`src/design/psf_pkg.sv`:
```
// ----------------------------------------------------------------------------
// psf_pkg
// Shared constants and types for the polygon scanline span fill block.
// ----------------------------------------------------------------------------
package psf_pkg;

   localparam int XW               = 24;
   localparam int RW               = 16;
   localparam int MW               = 16;
   localparam int MAX_VERTICES_DEF = 32;
   localparam int FRAC_BITS_DEF    = 8;
   localparam int MAX_RESULTS      = 16;
   localparam int QDEPTH           = 4;
   localparam int CSR_DW           = 32;
   localparam int CSR_AW           = 3;

   localparam logic [MW-1:0] MAP_WIDTH_RST  = 16'd1024;
   localparam logic [MW-1:0] MAP_HEIGHT_RST = 16'd1024;

   localparam logic REG_MAP_WIDTH  = 1'b0;
   localparam logic REG_MAP_HEIGHT = 1'b1;

   localparam logic ACT_LOAD  = 1'b0;
   localparam logic ACT_QUERY = 1'b1;

   typedef struct packed {
      logic full;
      logic empty;
   } q_status_type;

endpackage

```
`src/design/psf_queue.sv`:
```
// ----------------------------------------------------------------------------
// psf_queue
// Short FIFO carrying crossings and end marks from front to back.
// ----------------------------------------------------------------------------
module psf_queue #(
   parameter int W = 8
) (
   input  logic                  clock,
   input  logic                  reset,
   input  logic                  push,
   input  logic [W-1:0]          push_data,
   input  logic                  pop,
   output logic [W-1:0]          head_data,
   output psf_pkg::q_status_type status
);

   localparam int D   = psf_pkg::QDEPTH;
   localparam int PTW = $clog2(D);

   logic [W-1:0]   data_ff [D];
   logic [PTW-1:0] wr_ff, wr_in, rd_ff, rd_in;
   logic [PTW:0]   cnt_ff, cnt_in;

   always_comb begin
      wr_in  = push ? wr_ff + PTW'(1) : wr_ff;
      rd_in  = pop  ? rd_ff + PTW'(1) : rd_ff;
      cnt_in = cnt_ff + (PTW+1)'(push) - (PTW+1)'(pop);
      status.full  = (cnt_ff == (PTW+1)'(D));
      status.empty = (cnt_ff == '0);
      head_data    = data_ff[rd_ff];
   end

   always_ff @(posedge clock) begin
      if (reset) begin
         wr_ff  <= '0;
         rd_ff  <= '0;
         cnt_ff <= '0;
      end else begin
         wr_ff  <= wr_in;
         rd_ff  <= rd_in;
         cnt_ff <= cnt_in;
      end
   end

   always_ff @(posedge clock) begin
      if (push) begin
         data_ff[wr_ff] <= push_data;
      end
   end

endmodule

```
`config.mk`:
```
export PLATFORM = sky130hd
export DESIGN_NAME = psf_queue
export DESIGN_NICKNAME = d
export VERILOG_FILES = /design/src/design/psf_pkg.sv /design/src/design/psf_queue.sv
export SDC_FILE = /design/constraint.sdc
export NUM_CORES = 1
export LEC_CHECK = 0
export ABC_AREA = 0
export BUFFER_PORTS_ARGS = -buffer_cell sky130_fd_sc_hd__buf_4
export CAP_MARGIN = 20
export CORE_AREA = 2 2 83 85
export CTS_BUF_LIST = sky130_fd_sc_hd__clkbuf_8
export CTS_CLUSTER_SIZE = 25
export DETAILED_ROUTE_END_ITERATION = 7
export DIE_AREA = 0 0 85 87
export PLACE_DENSITY = 0.46
export SLEW_MARGIN = 0
export SYNTH_ARGS = -nofsm -noshare
export SYNTH_HDL_FRONTEND = slang
export SYNTH_SLANG_ARGS = --single-unit
export TNS_END_PERCENT = 20
```
`constraint.sdc`:
```
create_clock -name clock -period 1.6 [get_ports clock]
set_input_delay 0.32 -clock clock [delete_from_list [all_inputs] [get_ports clock]]
set_output_delay 0.32 -clock clock [all_outputs]
set_load 0.005 [all_outputs]
```
After elaboration in Yosys (flattened, before gate mapping)
Memory sizes are Yosys's and may differ from the RTL's. A register that Yosys moved wholly into a read port is not among the register bits.
Index checks and enable logic that the tools add are counted.
W data, S select, Z words.

word-level totals
  register bits after elaboration = 7
  RAM bits = 32
  input port bits = 12
  output and inout port bits = 10
  word-level logic and storage cells = 14
  memories = 1

cells by class
  $add $sub $neg = 4
  equal/unequal tests = 1
  multiplexer cells = 4
  reduce and logical (&&, ||, !) cells = 1

memories
  memory   depth  width  rd ports  clocked after memory_dff  wr ports  line             text
  data_ff  4      8      1         1                         1         psf_queue.sv:20  logic [W-1:0] data_ff [D];

operator list
  cell                   count
  $add A2 B1 Y2 const B  2
  $mux W2                2
  $add A3 B1 Y3          1
  $eq A3 B3 Y1 const B   1
  $logic_not A3 Y1       1
  $sub A3 B1 Y3          1
  $mux W1                2

Longest topological paths before layout
  depth after elaboration = 3
  mapped depth = 7
  mapped depth without buffers = 7

Worst setup path after synthesis
No wires, ideal clock.

  kind = register -> register
  from = register cnt_ff[0]
  to = register cnt_ff[2]
  setup time = 0.110 ns
  arrival time = 1.554 ns
  data required time = 1.490 ns
  slack = -0.064 ns
  stages on the path, launching flop included = 8
  path buffers = 0
  period minus slack after synthesis = 1.664 ns
  cell sequence = dfxtp_1 inv_1 ha_1 inv_1 ha_1 fa_1 xor3_1 nor2_1

on the way
  cells in the longest elaborated chain, start to end = 2

RTL lines
  element                   line             text
  start: declaration        psf_queue.sv:22  logic [PTW:0] cnt_ff, cnt_in;
  start signal: assignment  psf_queue.sv:41  cnt_ff <= cnt_in;
  $add A3 B1 Y3             psf_queue.sv:27  cnt_in = cnt_ff + (PTW+1)'(push) - (PTW+1)'(pop);
  $sub A3 B1 Y3             psf_queue.sv:27

No other way between the ends.
A chain may end at the register's enable or synchronous reset.

==> summary.md <==
| Metric | Value |
|---|---|
| Number of enable-type register cells in the synthesized netlist | `32` |
| Top cell types by occurrence after synthesis | `edfxtp_1, dfxtp_1, mux4_2` |
| Number of register bits inferred by synthesis | `between 40 and 50` |
| Area of the core | `roughly 0.0066 mm²` |
| Detail-routed net length per standard cell | `between 10 and 15 µm` |
| Vias per cell | `approximately 4.0` |
| IO Port Bufs | `21` |
| Largest family of logic cells by synthesized area | `multiplexers` |
| Number of H-tree levels | `2` |
| Mapped Cells | `84` |
| Cell count after placement | `186` |
| Min Hold Slack | `~0.23 ns` |
| Required time at the worst-slack endpoint | `1.28 ns` |
| Placed wire-length estimate | `1.81 mm` |
| Overall die height | `87 µm` |
| Cell family with the largest share of critical-path delay | `multiplexers` |
| Leading cell types by total area after synthesis | `edfxtp_1, dfxtp_1, mux4_2` |
| Type of the worst setup path | `reg2out` |
| Clock tree buffer depth | `2` |
| Root buf cell | `clkbuf_8` |
| Final GP Congestion | `0.635` |
| Worst supply voltage drop on vdd | `just over 0.0006 V` |
| Commonest register cell after synthesis | `edfxtp_1` |
| Setup violation total in the final timing report | `8` |
| Library cells used by synthesis | `19` |
| Clock tree sinks | `between 40 and 50` |
| Type of origin of the critical path | `register` |
| Tmin final | `roughly 1.7 ns` |
| Layout Cells excl Fill | `193` |
| Tightest Hold Check Type | `in2reg` |
| Synth async-reset ratio | `0` |
| Total I/O pin count | `22` |
| Final setup TNS | `-0.984 ns` |
| Maximum net fanout on the critical path | `8` |
| Global-route wire length before repair | `~4.2 mm` |
| Layout overhead on the synthesized area | `26.0%` |
| Lkg Pwr | `about 0.73 nW` |
| Number of warning messages in the yosys log | `0` |
| Violations in the final reports | `setup timing` |
| Clk slew on worst S/H paths | `0.08 ns` |
| Cell chain of the critical path | `buf_12 -> mux4_2 -> buf_6` |
| Worst r2r path cells | `7` |
| Multiplexer fraction of the synthesized cell area | `0.119` |
| Footprint of the multi-input gates | `around 420 µm²` |
| Worst hold path stage count | `1` |
| Number of antenna violations at the first check in global routing | `0` |
| Post-synthesis share of cell area spent on xor and xnor gates | `0.0259` |
| Net total in the final layout | `roughly 130` |
| Proportion of netlist area held by the largest area contributor | `0.602` |
| Number of endpoints with negative hold slack in the final report | `0` |
| Logic depth of the worst path, buffers included | `3` |
| Routed Wire Length | `2.67 mm` |
| Max Clock Skew | `0.00709 ns` |
| Final Util | `0.306` |
| Post-synthesis net count | `between 100 and 150` |
| Worst setup EP type | `primary output` |
| Worst skew pair latency | `around 0.29 ns` |
| Storage cell area | `0.00114 mm²` |
| Adder-cell area share of the yosys netlist | `0.0596` |
| Achievable Freq | `approximately 580 MHz` |
| Overall track demand over capacity in global routing | `0.0784` |
| Worst max-slew margin expressed relative to the limit | `0.687` |
| Total count of max-transition violations in the final report | `0` |
| Part of the Yosys area used for sequential elements | `0.715` |
| Via count of the first global-routing pass | `about 830` |
| Max cap viols | `0` |
| PD cells | `~1200 mW/mm²` |
| Critical Path Slowest Stage Cell | `mux4_2` |
| Post-Synthesis Mean Instance Area | `~19 µm²` |
| Num rows | `30` |
| Count of TritonRoute iterations in the first routing pass | `4` |
| Fraction of the cycle the final worst path needs | `1.09` |
| Routed via count | `781` |
| Maximum cell stage delay along the critical path | `between 0.5 and 0.6 ns` |
| RSZ-0062 raised after global routing | `yes` |
| Layout fillers | `between 600 and 700` |
| Pin slew with the least headroom to its limit | `about 0.47 ns` |
| Starting density of the core | `0.243` |
| Die Outline Area | `between 0.007 and 0.008 mm²` |
| Inserted Clock Buffers | `5` |
| Starting DRC count in detailed routing | `34` |
| Post-layout power | `~2.4 mW` |
| Result of the run | `finished with violations` |
| DRC | `0` |
| Overflow left after global routing | `0` |
| Worst Path Buf+Inv | `2` |
| Maximum number of pins on one net before global-route repair | `13` |
| CTS tree | `done` |
| Synth area leader | `edfxtp_1` |
| CP Data Arrival Time | `~1.4 ns` |
| Setup ws final | `-0.137 ns` |
| Most frequent cell after synthesis | `edfxtp_1` |
| Cell area after technology mapping | `between 0.0015 and 0.002 mm²` |
| Postcts setup bufs | `0` |
| X dimension of the die | `between 80 and 90 µm` |
| Count of antenna diodes in the layout | `0` |
| Share of synthesized cell area in and, or, nand and nor gates | `0.0470` |
| Remaining number of nets flagged by the antenna check after routing | `0` |
| Layout cells sized above 1 | `0.381` |
| Compound-cell area share of the yosys netlist | `0.00940` |
| CTS Hold Buffers Added | `0` |
[layer usage]
layer | routed length (µm) | part of all wire | GRT usage
met1 | 1170 | 0.44 | 0.0932
met2 | 1310 | 0.49 | 0.125
met3 | 147 | 0.055 | 0.0294
met4 | 39 | 0.015 | 0.0390
met5 | 0 | 0 | 0
[flip-flops by register name, summed over array words and instances (netlist names), named ones only]
signal,count
data_ff,32
cnt_ff,3
rd_ff,2
wr_ff,2
[final timing paths]
| path | start | end | slack, ns |
|---|---|---|---|
| worst min register to register | rd_ff[0]$_SDFFE_PP0P_ | rd_ff[1]$_SDFFE_PP0P_ | 0.55 |
| worst max register to register | cnt_ff[0]$_SDFF_PP0_ | cnt_ff[2]$_SDFF_PP0_ | 0.05 |
| worst min-delay path | push_data[3] | data_ff[3][3]$_DFFE_PP_ | 0.23 |
| worst max-delay path | register | head_data[6] | -0.14 |
[power by group]
| part | switching [mW] | internal [mW] |
|---|---|---|
| clock network | 0.337 | 0.453 |
| logic | 0.150 | 0.237 |
| registers | 0.0334 | 1.22 |
[what timing repair did]
| item | 4_1_cts | 5_1_grt |
|---|---|---|
| hold endpoints to repair | 0 | 0 |
| resized for setup | 9 | 2 |
| setup endpoints to repair | 9 | 10 |
[through the flow]
stage                     area [µm²]  setup WS [ns]
after floorplan                 1600         0.0981
after global placement          1870       -0.00480
after detailed placement        1870        -0.0817
after CTS                       2010         -0.156
after global routing            2010         -0.192
final                           2010         -0.137
[cell type report]
| cell class | instances | share of cell area |
|---|---|---|
| flip-flops and latches | 41 | 0.568 |
| inverters | 6 | 0.0112 |
| clock buffers | 5 | 0.0342 |
| repair buffers | 24 | 0.111 |
| well taps | 80 | 0.0498 |
| multi-input cells | 35 | 0.208 |
| clock inverters | 2 | 0.0174 |
[cells by family after synthesis]
family | count (synthesis)
XOR/XNOR | 3
AND/OR/NAND/NOR | 14
AO/OA/AOI/OAI | 2
buffers and inverters | 8
adder cells (fa/ha/maj) | 7
multiplexers | 9
flip-flops | 41
[placed cells by master (no fill, tap or decap), types with 4 or more instances in the layout]
cell,synthesis,routed
edfxtp_1,32,32
buf_4,0,15
mux4_2,8,8
buf_6,1,8
dfxtp_1,9,7
inv_1,6,6
ha_1,6,6
nor2_1,5,5
clkbuf_8,0,5
and2_1,4,4
No activity file was read; power rests on OpenSTA's default activity.
