===== config.mk =====
export PLATFORM = sky130hd
export DESIGN_NAME = psf_back
export DESIGN_NICKNAME = d
export VERILOG_FILES = /design/src/design/psf_pkg.sv /design/src/design/psf_back.sv
export SDC_FILE = /design/constraint.sdc
export NUM_CORES = 2
export LEC_CHECK = 0
export ABC_AREA = 0
export BUFFER_PORTS_ARGS = -buffer_cell sky130_fd_sc_hd__clkbuf_2
export CAP_MARGIN = 10
export CORE_ASPECT_RATIO = 1.2
export CORE_MARGIN = 2
export CORE_UTILIZATION = 55
export CTS_CLUSTER_SIZE = 14
export DETAILED_ROUTE_END_ITERATION = 10
export MAX_ROUTING_LAYER = met4
export PLACE_DENSITY_LB_ADDON = 0.05
export SLEW_MARGIN = 0
export SYNTH_ARGS = -nofsm -noshare
export SYNTH_HDL_FRONTEND = slang
export SYNTH_SLANG_ARGS = --single-unit

===== constraint.sdc =====
create_clock -name clock -period 20.5 [get_ports clock]
set_input_delay 0 -clock clock [delete_from_list [all_inputs] [get_ports clock]]
set_output_delay 0 -clock clock [all_outputs]
set_load 0.01 [all_outputs]

===== src/design/psf_pkg.sv =====
// ----------------------------------------------------------------------------
// psf_pkg
// Shared constants and types for the polygon scanline span fill block.
// ----------------------------------------------------------------------------
package psf_pkg;

   localparam int XW               = 24;
   localparam int RW               = 16;
   localparam int MW               = 16;
   localparam int MAX_VERTICES_DEF = 32;
   localparam int FRAC_BITS_DEF    = 8;
   localparam int MAX_RESULTS      = 16;
   localparam int QDEPTH           = 4;
   localparam int CSR_DW           = 32;
   localparam int CSR_AW           = 3;

   localparam logic [MW-1:0] MAP_WIDTH_RST  = 16'd1024;
   localparam logic [MW-1:0] MAP_HEIGHT_RST = 16'd1024;

   localparam logic REG_MAP_WIDTH  = 1'b0;
   localparam logic REG_MAP_HEIGHT = 1'b1;

   localparam logic ACT_LOAD  = 1'b0;
   localparam logic ACT_QUERY = 1'b1;

   typedef struct packed {
      logic full;
      logic empty;
   } q_status_type;

endpackage


===== src/design/psf_back.sv =====
// ----------------------------------------------------------------------------
// psf_back
// Sorts crossings into an insertion row, then pairs them into clipped spans.
// ----------------------------------------------------------------------------
module psf_back #(
   parameter int MAX_VERTICES = psf_pkg::MAX_VERTICES_DEF,
   parameter int CXW          = 18
) (
   input  logic                    clock,
   input  logic                    reset,
   input  psf_pkg::q_status_type   q_status,
   input  logic                    head_end,
   input  logic signed [CXW-1:0]   head_value,
   input  logic [psf_pkg::MW-1:0]  map_width,
   output logic                    pop,
   output logic                    busy,
   output logic                    rsp_valid,
   output logic [psf_pkg::MW-1:0]  rsp_span_start,
   output logic [psf_pkg::MW-1:0]  rsp_span_end,
   output logic                    rsp_span_valid,
   output logic                    rsp_last
);

   localparam int MW  = psf_pkg::MW;
   localparam int NCW = $clog2(MAX_VERTICES + 1);
   localparam int FCW = $clog2(psf_pkg::MAX_RESULTS);
   localparam int EW  = ((CXW > MW + 1) ? CXW : MW + 1) + 1;

   localparam logic [1:0] B_COLLECT = 2'd0;
   localparam logic [1:0] B_EMIT    = 2'd1;
   localparam logic [1:0] B_FINAL   = 2'd2;

   logic [1:0]            state_ff, state_in;
   logic signed [CXW-1:0] buf_ff [MAX_VERTICES];
   logic signed [CXW-1:0] buf_in [MAX_VERTICES];
   logic [MAX_VERTICES-1:0] le;
   logic [NCW-1:0]        nc_ff, nc_in, pairs_ff, pairs_in;
   logic [FCW-1:0]        found_ff, found_in;
   logic                  pend_ff, pend_in;
   logic [MW-1:0]         pstart_ff, pstart_in, pend_end_ff, pend_end_in;
   logic                  ovalid_ff, ovalid_in, ospan_ff, ospan_in, olast_ff, olast_in;
   logic [MW-1:0]         ostart_ff, ostart_in, oend_ff, oend_in;
   logic signed [EW-1:0]  a_e, b_e, wmax, s_e, e_e;
   logic                  span_ok;

   always_comb begin
      for (int k = 0; k < MAX_VERTICES; k++) begin
         le[k] = (NCW'(k) < nc_ff) && (buf_ff[k] <= head_value);
      end
      a_e  = EW'(buf_ff[0]);
      b_e  = EW'(buf_ff[1]) - EW'(1);
      wmax = $signed({{(EW-MW){1'b0}}, map_width}) - EW'(1);
      s_e  = (a_e < 0) ? '0 : a_e;
      e_e  = (b_e > wmax) ? wmax : b_e;
      span_ok = !(b_e < 0) && !(a_e > wmax) && !(s_e > e_e);
   end

   always_comb begin
      state_in    = state_ff;
      nc_in       = nc_ff;
      pairs_in    = pairs_ff;
      found_in    = found_ff;
      pend_in     = pend_ff;
      pstart_in   = pstart_ff;
      pend_end_in = pend_end_ff;
      ovalid_in   = 1'b0;
      ospan_in    = ospan_ff;
      olast_in    = olast_ff;
      ostart_in   = ostart_ff;
      oend_in     = oend_ff;
      pop         = 1'b0;
      for (int k = 0; k < MAX_VERTICES; k++) begin
         buf_in[k] = buf_ff[k];
      end
      case (state_ff)
         B_COLLECT: begin
            if (!q_status.empty) begin
               pop = 1'b1;
               if (head_end) begin
                  pairs_in = nc_ff >> 1;
                  found_in = '0;
                  pend_in  = 1'b0;
                  state_in = B_EMIT;
               end else begin
                  nc_in = nc_ff + NCW'(1);
                  if (!le[0]) begin
                     buf_in[0] = head_value;
                  end
                  for (int k = 1; k < MAX_VERTICES; k++) begin
                     if (!le[k]) begin
                        buf_in[k] = le[k-1] ? head_value : buf_ff[k-1];
                     end
                  end
               end
            end
         end
         B_EMIT: begin
            if (pairs_ff == '0) begin
               state_in = B_FINAL;
            end else begin
               pairs_in = pairs_ff - NCW'(1);
               for (int k = 0; k < MAX_VERTICES - 2; k++) begin
                  buf_in[k] = buf_ff[k+2];
               end
               if (span_ok) begin
                  if (pend_ff) begin
                     ovalid_in = 1'b1;
                     ospan_in  = 1'b1;
                     olast_in  = 1'b0;
                     ostart_in = pstart_ff;
                     oend_in   = pend_end_ff;
                  end
                  pend_in     = 1'b1;
                  pstart_in   = s_e[MW-1:0];
                  pend_end_in = e_e[MW-1:0];
                  found_in    = found_ff + FCW'(1);
                  if (found_ff == FCW'(psf_pkg::MAX_RESULTS - 1)) begin
                     state_in = B_FINAL;
                  end
               end
            end
         end
         B_FINAL: begin
            ovalid_in = 1'b1;
            ospan_in  = pend_ff;
            olast_in  = 1'b1;
            ostart_in = pend_ff ? pstart_ff : '0;
            oend_in   = pend_ff ? pend_end_ff : '0;
            nc_in     = '0;
            pend_in   = 1'b0;
            state_in  = B_COLLECT;
         end
         default: begin
            state_in = B_COLLECT;
         end
      endcase
   end

   always_ff @(posedge clock) begin
      if (reset) begin
         state_ff  <= B_COLLECT;
         nc_ff     <= '0;
         pend_ff   <= 1'b0;
         ovalid_ff <= 1'b0;
      end else begin
         state_ff  <= state_in;
         nc_ff     <= nc_in;
         pend_ff   <= pend_in;
         ovalid_ff <= ovalid_in;
      end
   end

   always_ff @(posedge clock) begin
      for (int k = 0; k < MAX_VERTICES; k++) begin
         buf_ff[k] <= buf_in[k];
      end
      pairs_ff    <= pairs_in;
      found_ff    <= found_in;
      pstart_ff   <= pstart_in;
      pend_end_ff <= pend_end_in;
      ospan_ff    <= ospan_in;
      olast_ff    <= olast_in;
      ostart_ff   <= ostart_in;
      oend_ff     <= oend_in;
   end

   assign busy           = (state_ff != B_COLLECT);
   assign rsp_valid      = ovalid_ff;
   assign rsp_span_start = ostart_ff;
   assign rsp_span_end   = oend_ff;
   assign rsp_span_valid = ospan_ff;
   assign rsp_last       = olast_ff;

endmodule


# [Word-level counts from Yosys, hierarchy flattened]
# Memory sizes are Yosys's and may differ from the RTL's.
# Cells that the tools add are included.
# Widths: inputs -> output; s select.
[totals] n_memories=1 reg_bits=86 elab_cells=267 mem_bits_rw=576 output_inout_bits=37 inputBits=39
[classes] bitwise_logic=1 addsub=5 eq_ne=11 n_mux=117 magnitude_cmp=69 n_reduce_logical=51
[mem_list] name="buf_ff" words=32 width=18 rd=32 rd_clocked_by_memory_dff=0 wr=32 line_no="psf_back.sv:34" text="logic signed [CXW-1:0] buf_ff [MAX_VERTICES];"
[ops] operator="$mux 576" n=2
[ops] operator="$mux 18" n=63
[ops] operator="$pmux 540 s2" n=1
[ops] operator="$le 18x18->1" n=32
[ops] operator="$mux 540" n=1
[ops] operator="$mux 16" n=8
[ops] operator="$lt 5x6->1 const A" n=16
[ops] operator="$pmux 16 s2" n=2
[ops] operator="$lt 4x6->1 const A" n=8
[ops] operator="$mux 19" n=2
[ops] operator="$mux 36" n=1
[ops] operator="$logic_and 1x1->1" n=34
[ops] operator="$mux 6" n=5
[ops] operator="$lt 3x6->1 const A" n=4
[ops] operator="$pmux 6 s2" n=2
[ops] operator="$gt 19x17->1" n=1
[ops] operator="$gt 19x19->1" n=1
[ops] operator="$lt 19x1->1 const B" n=1
[ops] operator="$sub 18x2->19 const B" n=1
[ops] operator="$gt 18x17->1" n=1
[ops] operator="$lt 18x1->1 const B" n=1
[ops] operator="$sub 16x1->17 const B" n=1
[ops] operator="$mux 4" n=4
[ops] operator="$mux 1" n=15
[ops] operator="24 further kinds" n=47

# [Logic depth before layout (Yosys ltp)]
[depth] ltp_word=9 ltp_mapped=29 mapped_depth_nobuf=28

# [Least setup slack after synthesis]
# Ideal clock, no wire load.
[synth_timing] path_kind="reg-to-reg" start="memory buf_ff[1][5] (netlist: buf_ff[0][23])" end="register olast_ff (netlist: rsp_last) (enable)" t_required_ns=20.062 t_arrival_ns=7.292 setup_time_ns=0.438 path_slack_ns=12.770 path_stages_with_launch=26 n_path_buf=1 synth_period_minus_slack_ns=7.730 path_cell_list="edfxtp_1 -> nor4_2 -> nand2_1 -> or3_1 -> xor2_1 -> inv_1 -> ha_1 -> and3_1 -> a221oi_1 -> a31oi_1 -> o31a_1 -> o311a_1 -> o31ai_4 -> buf_2 -> mux2_2 -> ha_1 -> nand4_1 -> or3_1 -> nor3_1 -> a21oi_1 -> o21ai_0 -> nand2_1 -> o311ai_1 -> o211a_1 -> nand2_1 -> o22ai_1"
[synth_rtl] item="start: declaration" line_no="psf_back.sv:34"
[synth_rtl] item="end signal: assignment" line_no="psf_back.sv:162" text="olast_ff <= olast_in;"
[synth_rtl] item="end: declaration" line_no="psf_back.sv:41" text="logic ovalid_ff, ovalid_in, ospan_ff, ospan_in, olast_ff, olast_in;"

==> results.txt <==
----------------------------------------------------
[Hold path]
  Hold/Removal Path Class ... input pin to flop

[STA]
  Unrepaired setup endpoints after global routing ... false
  Maximum operating frequency ... 121.1 MHz
  Pin slew with the least headroom to its limit ... 1.278 ns
  Setup violations, final ... 0
  Rel. slew slack ... 14.82%
  Clock Skew ... 0.02027 ns
  Final Max Slew Viols ... 0
  Hold violation count in the final report ... 0
  Post-route worst hold slack ... 0.02883 ns
  Final Critical Period ... 8.258 ns
  Final clock period utilization by the worst path ... 40.28%
  Setup TNS ... 0 ns
  Min setup slack post-route ... 12.24 ns

[Cells and area]
  Syn-to-layout area delta ... 9.083%
  Post-route insts no fill ... 5829
  Layout filler cell count ... 7424
  Layout Utilization ... 60.49%
  Layout cells sized above 1 ... 8.815%
  Number of nets in the layout ... 5297
  Total area of multi-input combinational cells ... 26660 um2
  FF+latch area ... 19780 um2

[Power]
  Power share of the combinational group ... 34.6%
  Switching power ... 2.400 mW
  Pwr dens ... 116.4 nW/um2
  Design internal power ... 3.672 mW
  Fraction of power consumed by the clock network ... 22.9%
  Pleak ... 22.27 nW
  Reg power frac ... 42.4%
  Net switching share of the total power ... 39.53%
  IR drop worst, VDD ... 0.00007862 V

[Global routing]
  Global-route total usage across every layer ... 36.73%
  Global-route wire length before repair ... 239.8 mm
  Maximum number of pins on one net before global-route repair ... 248
  Antenna violations before repair ... 7
  Gr ovfl total ... 0
  Number of global-route vias before repair ... 38037

[Die]
  Core outline area ... 86220 um2
  Area of the die ... 89320 um2
  Effective utilization at floorplan ... 55.46%
  Die height ... 327.0 um
  Number of I/O pins ... 76
  Placement Rows ... 118
  Chip Width ... 273.2 um

[Logic synthesis]
  Most common cell in the netlist ... sky130_fd_sc_hd__edfxtp_1
  Cells after Synth ... 4619
  Yosys Warn Count ... 0
  Number of flops mapped to enable cells by yosys ... 652
  Leading post-synthesis cells by instance count ... sky130_fd_sc_hd__edfxtp_1 (652), sky130_fd_sc_hd__ha_1 (632), sky130_fd_sc_hd__nand2_1 (596)
  Syn_nets ... 5290
  Part of the Yosys area used for sequential elements ... 41.36%
  Library cells used by synthesis ... 81
  Number of synthesized register bits ... 662
  Share of async-settable or async-resettable flops after synthesis ... 0%
  Share of Yosys cell area claimed by the top area cell type ... 40.95%
  Top cells by area, synth ... sky130_fd_sc_hd__edfxtp_1 (41%), sky130_fd_sc_hd__ha_1 (17%), sky130_fd_sc_hd__mux2i_1 (11%)
  Cell area after synthesis ... 47820 um2
  Average instance area after synthesis ... 10.35 um2
  Dominant synthesized flop cell ... sky130_fd_sc_hd__edfxtp_1
  Synth area leader ... sky130_fd_sc_hd__edfxtp_1

[Status]
  Outcome ... complete, no violations

[Clock tree]
  Clock latency on the worst-skew pair ... 0.65 ns
  Clk Tree Root Cell ... sky130_fd_sc_hd__clkbuf_16
  Maximum buffer depth of the clock tree ... 3
  Clock tree sinks ... 662
  Number of CTS-inserted buffers ... 76
  Htree depth ... 3
  Hold buffer count at CTS ... 7
  Clock transition at the registers of the reported paths ... 0.07 ns
  Total of cells resized after clock tree synthesis ... 0
  TritonCTS clock tree ... yes
  # Post-CTS Setup Buffers ... 0

[Worst setup path]
  Req. time, crit path ... 20.78 ns
  Startpoint type of the worst setup path ... flop
  Critical path's largest stage delay ... 0.89 ns
  Number of buffers and inverters on the critical path ... 2
  Slowest cell on the critical path ... sky130_fd_sc_hd__o31ai_4
  Most used cell, CP ... sky130_fd_sc_hd__nand2_1
  Data arrival, critical path ... 8.54 ns
  Endpoint kind of the worst setup timing path ... flop
  Setup Crit Path Kind ... flop to flop
  Largest fanout on the critical path ... 34
  Kind of cell adding the most delay to the critical path ... compound AO/OA/AOI/OAI gates

[Routing]
  Antenna Violating Nets Remaining ... 0
  Post-detailed-route via-to-cell ratio ... 6.633
  Detailed-route DRC error count ... 0
  Overall routed net length ... 161.6 mm
  Drt wl/cell ... 27.72 um
  Number of design-rule violations left by the first detailed-router iteration ... 4262
  First-pass detailed-route iteration total ... 6
  Total via count in the routed design ... 38664

[Placed design]
  Pre-CTS setup slack ... 12.43 ns
  Post-detail-place hpwl ... 113.1 mm
  Count of port buffers added during placement ... 74
  Count of placed standard cells including taps ... 5680
  Placer's final routability congestion estimate ... 0.9302

[Flow run]
  Max-capacitance violation count ... 0

----------------------------------------------------
==> power groups by stage <==
stage	sequential (mW)	combinational, mW	clock (mW)
2_1_floorplan	2.33	1.46	0
3_3_place_gp	2.59	1.99	0
3_5_place_dp	2.59	2.05	0
4_1_cts	2.56	2.07	1.39
5_1_grt	2.61	2.36	1.44
6_report	2.58	2.10	1.39
==> flip-flops by register name, summed over array words and instances (netlist names), 2 cells and up <==
signal,flops
pend_end_ff,16
state_ff,2
nc_ff,6
pairs_ff,6
rsp_span_end,16
pstart_ff,16
found_ff,4
buf_ff,576
rsp_span_start,16
==> worst reg2reg max path, cell delays in order, from the launching register on <==
cell and delay [ns]:
sky130_fd_sc_hd__edfxtp_1 0.49, sky130_fd_sc_hd__nor4_2 0.70, sky130_fd_sc_hd__nand2_1 0.17, sky130_fd_sc_hd__or3_1 0.38, sky130_fd_sc_hd__xor2_1 0.25, sky130_fd_sc_hd__inv_1 0.08
sky130_fd_sc_hd__ha_1 0.31, sky130_fd_sc_hd__and3_1 0.20, sky130_fd_sc_hd__a221oi_1 0.40, sky130_fd_sc_hd__a31oi_1 0.15, sky130_fd_sc_hd__o31a_1 0.31, sky130_fd_sc_hd__o311a_1 0.34
sky130_fd_sc_hd__o31ai_4 0.89, sky130_fd_sc_hd__mux2_2 0.46, sky130_fd_sc_hd__ha_1 0.32, sky130_fd_sc_hd__nand4_1 0.12, sky130_fd_sc_hd__or3_1 0.38, sky130_fd_sc_hd__nor3_1 0.33
sky130_fd_sc_hd__a21oi_1 0.11, sky130_fd_sc_hd__o21ai_0 0.23, sky130_fd_sc_hd__nand2_1 0.16, sky130_fd_sc_hd__o311ai_1 0.12, sky130_fd_sc_hd__o211a_1 0.28, sky130_fd_sc_hd__nand2_1 0.13
sky130_fd_sc_hd__o22ai_4 0.14, sky130_fd_sc_hd__buf_4 0.42
==> placed cells by master, fill, tap and decap left out, types with 11 or more instances in the layout <==
master | Yosys | layout
sky130_fd_sc_hd__a2111oi_0 | 11 | 11
sky130_fd_sc_hd__a211oi_1 | 18 | 18
sky130_fd_sc_hd__a21o_1 | 148 | 148
sky130_fd_sc_hd__a21oi_1 | 182 | 167
sky130_fd_sc_hd__a21oi_2 | 0 | 15
sky130_fd_sc_hd__a31oi_1 | 19 | 12
sky130_fd_sc_hd__and2_1 | 39 | 39
sky130_fd_sc_hd__and4_1 | 18 | 18
sky130_fd_sc_hd__buf_4 | 0 | 106
sky130_fd_sc_hd__clkbuf_1 | 213 | 16
sky130_fd_sc_hd__clkbuf_16 | 0 | 82
sky130_fd_sc_hd__clkbuf_2 | 0 | 73
sky130_fd_sc_hd__clkinv_1 | 1 | 17
sky130_fd_sc_hd__edfxtp_1 | 652 | 652
sky130_fd_sc_hd__ha_1 | 632 | 631
sky130_fd_sc_hd__inv_1 | 147 | 130
sky130_fd_sc_hd__inv_2 | 0 | 18
sky130_fd_sc_hd__mux2_2 | 44 | 44
sky130_fd_sc_hd__mux2i_1 | 514 | 514
sky130_fd_sc_hd__nand2_1 | 596 | 594
sky130_fd_sc_hd__nand2b_1 | 16 | 16
sky130_fd_sc_hd__nand3_1 | 44 | 44
sky130_fd_sc_hd__nand4_1 | 107 | 107
sky130_fd_sc_hd__nor2_1 | 128 | 127
sky130_fd_sc_hd__nor2b_1 | 60 | 60
sky130_fd_sc_hd__nor3_1 | 51 | 51
sky130_fd_sc_hd__nor4_1 | 17 | 17
sky130_fd_sc_hd__o211ai_1 | 14 | 14
sky130_fd_sc_hd__o21a_1 | 91 | 91
sky130_fd_sc_hd__o21ai_0 | 497 | 494
sky130_fd_sc_hd__o22ai_1 | 31 | 30
sky130_fd_sc_hd__o31ai_1 | 91 | 91
sky130_fd_sc_hd__or3_1 | 12 | 12
sky130_fd_sc_hd__xnor2_1 | 18 | 18
sky130_fd_sc_hd__xor2_1 | 21 | 21
==> logic make-up (layout without fill, tap and decap cells) <==
group / after synthesis / count (layout) / share of synthesized area, %
AOI/OAI and AO/OA: 1177 / 1177 / 15.11
xor gates and xnor gates: 40 / 40 / 0.7615
adders and majority gates: 634 / 634 / 16.58
buffers and inverters: 410 / 476 / 3.226
DFF: 662 / 662 / 41.36
muxes: 558 / 558 / 11.80
other: 0 / 4 / 0
and+or+nand+nor: 1138 / 1138 / 11.16
==> metrics by stage <==
| stage | power, mW | area (um2) |
|---|---|---|
| after floorplan | 3.789 | 47820 |
| after global placement | 4.582 | 49640 |
| after detailed placement | 4.641 | 49640 |
| after CTS | 6.025 | 52130 |
| after global routing | 6.398 | 52160 |
| final | 6.072 | 52160 |
==> final cells by class <==
class / instances / area share [%]
well taps: 1140 / 2.735
clock inverters: 38 / 0.5661
repair buffers: 191 / 2.514
clock buffers: 99 / 4.076
flip-flops and latches: 662 / 37.92
multi-input cells: 3547 / 51.10
diodes: 4 / 0.01919
inverters: 148 / 1.065
==> per-layer routing <==
metal,vias up,global-route usage (%),part of all wire [%]
met5,-,-,0
met4,0,15.11,4.4
met3,432,5.109,8.1
met2,1873,57.68,47
met1,18893,47.85,41
li1,17466,-,-
==> final timing paths <==
path,startpoint,to,slack (ns),cells after the start
setup / recovery,buf_ff[0][23],rsp_span_start[14],12.24,25
hold / removal,map_width[8],pend_end_ff[8],0.03,3
setup reg to reg,buf_ff[0][23],rsp_span_start[14],12.24,25
hold reg to reg,pstart_ff[0],rsp_span_start[0],0.51,1
(Power assumes the default switching activity.)
